===== src/hdl/ncpu_pkg.sv =====
package ncpu_pkg;

   localparam int ADDR_W    = 12;
   localparam int NIB_W     = 4;
   localparam int MEM_DEPTH = 4096;
   localparam int STEP_W    = 3;

   typedef enum logic [NIB_W-1:0] {
      OP_LDI   = 4'd0,
      OP_STORE = 4'd1,
      OP_LOAD  = 4'd2,
      OP_ADD   = 4'd3,
      OP_ADD1  = 4'd4,
      OP_ADC   = 4'd5,
      OP_NAND  = 4'd6,
      OP_NOR   = 4'd7,
      OP_SHR   = 4'd8,
      OP_JMP   = 4'd9,
      OP_JC    = 4'd10,
      OP_JNC   = 4'd11,
      OP_JZ    = 4'd12,
      OP_JNZ   = 4'd13,
      OP_JM    = 4'd14,
      OP_JP    = 4'd15
   } opcode_type;

   typedef enum logic {
      ITEM_LOAD    = 1'b0,
      ITEM_EXECUTE = 1'b1
   } item_op_type;

   typedef enum logic [2:0] {
      ADDR_IP0,
      ADDR_IP1,
      ADDR_IP2,
      ADDR_IP3,
      ADDR_OPND_BUS,
      ADDR_OPND_REG
   } addr_sel_type;

   typedef enum logic [2:0] {
      LAT_NONE,
      LAT_OPC,
      LAT_A0,
      LAT_A1,
      LAT_A2
   } latch_sel_type;

   typedef enum logic [1:0] {
      EXEC_NONE,
      EXEC_IMM,
      EXEC_FULL
   } exec_sel_type;

   typedef enum logic [1:0] {
      SEQ_NEXT,
      SEQ_JUMP_IF_IMM,
      SEQ_DONE
   } seq_sel_type;

   typedef struct packed {
      addr_sel_type         addr_sel;
      latch_sel_type        latch_sel;
      exec_sel_type         exec_sel;
      seq_sel_type          seq_sel;
      logic [STEP_W-1:0]    target;
   } ucode_type;

   typedef struct packed {
      logic      active;
      logic      done;
      ucode_type word;
   } seq_ctrl_type;

   localparam logic [STEP_W-1:0] STEP_FETCH = 3'd0;
   localparam logic [STEP_W-1:0] STEP_OPC   = 3'd1;
   localparam logic [STEP_W-1:0] STEP_A0    = 3'd2;
   localparam logic [STEP_W-1:0] STEP_A1    = 3'd3;
   localparam logic [STEP_W-1:0] STEP_A2    = 3'd4;
   localparam logic [STEP_W-1:0] STEP_EXEC  = 3'd5;
   localparam logic [STEP_W-1:0] STEP_IMM   = 3'd6;

   localparam ucode_type UCODE_IDLE = '{ADDR_IP0, LAT_NONE, EXEC_NONE, SEQ_DONE, STEP_FETCH};

   // Read data of an issued address shows on the bus in the next step.
   function automatic ucode_type ucode_rom(input logic [STEP_W-1:0] step);
      ucode_type w;
      unique case (step)
         STEP_FETCH: w = '{ADDR_IP0,      LAT_NONE, EXEC_NONE, SEQ_NEXT,        STEP_FETCH};
         STEP_OPC:   w = '{ADDR_IP1,      LAT_OPC,  EXEC_NONE, SEQ_NEXT,        STEP_FETCH};
         STEP_A0:    w = '{ADDR_IP2,      LAT_A0,   EXEC_NONE, SEQ_JUMP_IF_IMM, STEP_IMM};
         STEP_A1:    w = '{ADDR_IP3,      LAT_A1,   EXEC_NONE, SEQ_NEXT,        STEP_FETCH};
         STEP_A2:    w = '{ADDR_OPND_BUS, LAT_A2,   EXEC_NONE, SEQ_NEXT,        STEP_FETCH};
         STEP_EXEC:  w = '{ADDR_OPND_REG, LAT_NONE, EXEC_FULL, SEQ_DONE,        STEP_FETCH};
         STEP_IMM:   w = '{ADDR_IP0,      LAT_NONE, EXEC_IMM,  SEQ_DONE,        STEP_FETCH};
         default:    w = UCODE_IDLE;
      endcase
      return w;
   endfunction

endpackage


===== src/hdl/ncpu_seq.sv =====
module ncpu_seq
   import ncpu_pkg::*;
(
   input  logic         clock,
   input  logic         reset,
   input  logic         launch,
   input  logic         imm_op,
   output seq_ctrl_type ctrl
);

   logic [STEP_W-1:0] upc_ff, upc_in;
   logic              run_ff, run_in;
   ucode_type         word;

   assign word = ucode_rom(upc_ff);

   always_comb begin
      upc_in = upc_ff;
      run_in = run_ff;
      if (launch) begin
         upc_in = STEP_FETCH;
         run_in = 1'b1;
      end else if (run_ff) begin
         unique case (word.seq_sel)
            SEQ_NEXT:        upc_in = upc_ff + 3'd1;
            SEQ_JUMP_IF_IMM: upc_in = imm_op ? word.target : upc_ff + 3'd1;
            SEQ_DONE: begin
               upc_in = STEP_FETCH;
               run_in = 1'b0;
            end
            default:         upc_in = STEP_FETCH;
         endcase
      end
   end

   always_ff @(posedge clock) begin
      if (reset) begin
         upc_ff <= STEP_FETCH;
         run_ff <= 1'b0;
      end else begin
         upc_ff <= upc_in;
         run_ff <= run_in;
      end
   end

   always_comb begin
      ctrl.active = run_ff;
      ctrl.done   = run_ff && (word.seq_sel == SEQ_DONE);
      ctrl.word   = run_ff ? word : UCODE_IDLE;
   end

endmodule

===== config.mk =====
export PLATFORM = sky130hd
export DESIGN_NAME = ncpu_seq
export DESIGN_NICKNAME = d
export VERILOG_FILES = /design/src/hdl/ncpu_pkg.sv /design/src/hdl/ncpu_seq.sv
export SDC_FILE = /design/constraint.sdc
export NUM_CORES = 1
export LEC_CHECK = 0
export CAP_MARGIN = 10
export CORE_AREA = 3 3 40 42
export CTS_CLUSTER_DIAMETER = 30
export CTS_CLUSTER_SIZE = 28
export DETAILED_ROUTE_END_ITERATION = 6
export DIE_AREA = 0 0 43 45
export DONT_BUFFER_PORTS = 1
export GPL_ROUTABILITY_DRIVEN = 0
export PLACE_DENSITY_LB_ADDON = 0.1
export RECOVER_POWER = 100
export SYNTH_ARGS = -nofsm -noshare
export SYNTH_HDL_FRONTEND = slang
export SYNTH_SLANG_ARGS = --single-unit

===== constraint.sdc =====
create_clock -name clock -period 3.44 [get_ports clock]
set_input_delay 0.344 -clock clock [delete_from_list [all_inputs] [get_ports clock]]
set_output_delay 0.344 -clock clock [all_outputs]
set_load 0.02 [all_outputs]

* Word-level counts from Yosys, hierarchy flattened *
Cells that the tools add are included.

operators by class
  shift-type cells = 0
  muxes and demuxes = 7
  $add $sub $neg = 1
  bitwise logic cells = 0
  order comparisons = 0
  reduce and logical (&&, ||, !) cells = 4
  multiply operators = 0
  equality and inequality tests = 8
  divide/modulo/power cells = 0

operators with widths
  cell                 count
  $pmux 13 s7          1
  $mux 13              1
  $eq 3x3->1 const B   3
  $eq 3x2->1 const B   2
  $pmux 3 s2           1
  $add 3x1->3 const B  1
  $eq 3x1->1 const B   1
  $logic_not 3->1      1
  $mux 1               3
  $mux 3               1
  $eq 2x1->1 const B   1
  $eq 2x2->1 const B   1
  $logic_not 2->1      1
  $reduce_or 2->1      1
  $logic_and 1x1->1    1

storage, ports and cells
  input bits = 4
  memories = 0
  logic and storage cells = 22
  ROM bits = 0
  memory bits (writable) = 0
  bits in registers = 4
  output and inout port bits = 15
  latch bits = 0

* Logic depth before layout (Yosys ltp) *
  depth after elaboration = 6
  gate-level depth with buffers = 6
  gate-level depth less buffers = 5

* Worst setup path after synthesis *
No wires, ideal clock.

  path type = register -> output
  from = register upc_ff[0]
  to = output port ctrl[11] (netlist name)
  stages on the path, launching flop included = 7
  data arrival time = 1611 ps
  slack = 1485 ps
  cell sequence = dfxtp_1 > inv_1 > ha_1 > or3_4 > o221ai_1 > a21oi_1 > buf_4

RTL lines
  item                    RTL line        source
  from (decl)             ncpu_seq.sv:11  logic [STEP_W-1:0] upc_ff, upc_in;
  from (signal assigned)  ncpu_seq.sv:41  upc_ff <= upc_in;
  to (decl)               ncpu_seq.sv:8   output seq_ctrl_type ctrl

* Worst setup path in the final report *
  from = register upc_ff[0]
  to = output port ctrl[11] (netlist name)

between the ends
  longest elaborated chain between the ends = 3

RTL lines
  item                                RTL line        source
  $eq 3x3->1 (tied with other cells)  ncpu_pkg.sv:88  unique case (step)
  $pmux 13 s7 *                       ncpu_pkg.sv:88
  $mux 13 *                           ncpu_seq.sv:49  ctrl.word = run_ff ? word : UCODE_IDLE;

Mark *: on every way between the ends. The rest lies on a longest branch, timed or not.

==> results by group <==
Outcome
  • Status: complete, no violations

Clock tree
  • Clock Sink Count: 4
  • TritonCTS Buffers: 3
  • Root buffer cell: clkbuf_4
  • Htree depth: 1
  • Number of setup buffers added after CTS: 0
  • CTS Hold Bufs: 0
  • CTS Buffer Depth: 2
  • CTS tree: done
  • Resize count post-CTS: 0
  • Skew-Pair Late Insertion Delay: 240 ps
  • Worst-path clk slew: 40 ps

Worst setup path
  • Cell family with most CP delay: compound AO/OA/AOI/OAI gates
  • Reg2Reg Depth: 5
  • Crit-path cells: inv_1 > ha_1 > or3_1 > o221ai_1 > a21oi_1
  • Worst R2R Start: upc_ff[0]
  • WS Path Type: reg -> out
  • Startpoint Class: flip-flop
  • Crit path DAT: approximately 2100 ps
  • Critical Path Sink Type: output pin
  • Worst Path Required: between 3000 and 4000 ps
  • RR Endpoint: run_ff
  • CP peak stage delay: 690 ps
  • Slowest-stage cell, CP: a21oi_1
  • R2r setup slk: 1900 ps
  • WP buf/inv: 1
  • Critical-path maximum fanout: 9

Synthesis
  • Yosys warns: 0
  • Syn_nets: 64
  • Register area share after synthesis: between 10% and 20%
  • Synth unique cells: 25
  • Post-Syn Area per Cell: roughly 7.7 um2
  • Mapped Area: approximately 420 um2
  • Synth Register Bits: 4
  • Synthesized instance count: 55

Min path
  • Hold endpoint: run_ff
  • Hold_sp: reset
  • Hold Crit Class: in -> reg
  • Hold depth: 1

Die
  • Rows: 13
  • Die Wd: roughly 43 um
  • IO Pins: 19
  • Core Area: between 1000 and 1500 um2
  • Starting Density: ~33%
  • DIE HEIGHT: between 40 and 50 um
  • Full die area: between 1500 and 2000 um2

Placed design
  • Port Buffers: 0
  • Post-DP HPWL: slightly above 800 um
  • Setup WS pre-CTS: 1260 ps

STA
  • Hold Slack: 170 ps
  • Max_slew headroom: a little over two fifths
  • Worst-margin pin slew: approximately 840 ps
  • Final worst path period share: slightly above 70%
  • Post-layout min period: between 2000 and 2500 ps
  • Skew final: ~5.6 ps
  • Pins Over Slew Limit: 0
  • Setup Viol. Count Final: 0
  • Max Fclk: 0.410 GHz
  • TNS Setup: 0 ps
  • Final Hold Vio Count: 0
  • Worst setup margin: 1000 ps
  • RSZ-0062 raised after global routing: no

Route
  • Vias: 365
  • Drt total wl: around 1000 um
  • Routed Antenna Nets: 0
  • Detailed Routing Iterations Pass 1: 4
  • Initial DRC count: 6
  • Via density: between 5 and 6
  • Drc violations: 0
  • Routed length per instance: 15.8 um

Power and ir drop
  • Leakage: about 0.18 nW
  • PD cells: ~330 nW/um2
  • VDD IR max: between 200 and 250 uV

Global route
  • Initial antenna violation count: 0
  • GRT overflow: 0
  • First-pass GRT wire length: 1660 um
  • Gr usage total: roughly an eighth
  • Pin count of the biggest net entering global routing: 15
  • Vias in the first global route: 360

Cells and area
  • Final #Nets: 62
  • Layout area overhead: -3.85%
  • Fraction of layout cells with a size suffix above 1: about 7.8%
  • Ant diodes: 0

Flow run
  • Maxcap violations: 0
cells in the final DEF, fill, tap and decap left out:
cell type,netlist,routed
nor2_1,4,5
nor3b_1,1,1
or2_0,0,1
or3_1,0,1
and3b_1,1,1
a21oi_1,5,5
inv_1,5,5
conb_1,1,1
o221ai_1,3,3
or2_2,1,1
and3_1,3,4
o2111ai_1,1,1
nand3_1,1,1
clkbuf_4,0,3
nand2_1,3,3
nor3_1,1,1
o21ba_1,1,1
o31ai_1,2,2
a31oi_1,1,1
dfxtp_1,4,4
ha_1,5,5
a22o_1,1,1
kinds of logic (layout without fill, tap and decap cells):
family	count (synthesis)	count (layout)	share of synthesized area [%]
adders and majority gates	5	5	14.8
other	1	1	0.887
buffers and inverters	12	8	16.0
DFF	4	4	18.9
AOI/OAI and AO/OA	14	14	23.7
and+or+nand+nor	19	19	25.7
worst register-to-register path: cells and delay by family (launching register included):
| family | cells | cell delay (ps) |
|---|---|---|
| compound gates | 1 | 70 |
| fa+ha+maj | 1 | 320 |
| buf+inv | 1 | 130 |
| flops | 1 | 400 |
| simple gates | 2 | 510 |
state kept, by name, indices dropped and copies added, names as in the netlist:
name	count
upc_ff	3
run_ff	1
synthesized netlist by cell type:
cell	instances	area [um2]
or3_4	1	11.3
ha_1	5	62.6
conb_1	1	3.75
dfxtp_1	4	80.1
a31oi_1	1	6.26
nor3_1	1	5.00
a22o_1	1	8.76
nand3_1	1	5.00
nand2_1	3	11.3
o221ai_1	3	26.3
and3_2	1	7.51
and3_1	3	18.8
a21oi_1	5	25.0
and3b_1	1	8.76
o21ba_1	1	10.0
nor2_1	4	15.0
o2111ai_1	1	8.76
o31ai_1	2	15.0
inv_1	5	18.8
clkbuf_1	1	3.75
or2_1	1	6.26
or2_2	1	6.26
buf_4	6	45.0
nor3b_1	1	7.51
nor2_2	1	6.26
metrics by stage:
stage	power (W)	cells	util [%]	area, um2
after floorplan	0.0000750	55	-	423
after global routing	0.000142	66	31.6	407
after CTS	0.000137	66	32.3	415
after global placement	0.0000761	63	30.6	393
final	0.000134	66	31.6	407
after detailed placement	0.0000774	63	30.6	393
layout make-up:
| cell class | count | area, um2 |
|---|---|---|
| clock buffers | 3 | 22.5 |
| fillers | 146 | 878 |
| inverters | 5 | 18.8 |
| multi-input cells | 39 | 267 |
| flip-flops and latches | 4 | 80.1 |
| well taps | 15 | 18.8 |
report_power, final:
group	switching (W)	internal, W	total (W)
Clock	0.0000196	0.0000390	0.0000586
Sequential	0.00000585	0.0000484	0.0000543
Combinational	0.0000146	0.00000660	0.0000212
Total	0.0000400	0.0000941	0.000134
metal layers:
layer	wire length [um]	track usage, %	share of wire, %	vias up
met5	0	0	0	-
met3	98	8.37	9.4	0
met2	510	20.1	49	13
li1	-	-	-	185
met4	0	2.41	0	0
met1	437	12.1	42	167
how the worst max path moves through the flow:
stage                     startpoint        to  slack, ps  cells past startpoint
final                      upc_ff[0]  ctrl[11]       1000                      5
after global routing       upc_ff[0]  ctrl[11]        850                      5
after CTS                  upc_ff[0]  ctrl[11]       1010                      5
after detailed placement   upc_ff[0]  ctrl[11]       1260                      5
after global placement     upc_ff[0]  ctrl[11]       1340                      5
after floorplan            upc_ff[0]  ctrl[11]       1480                      6
Power figures use the tool's default switching activity.
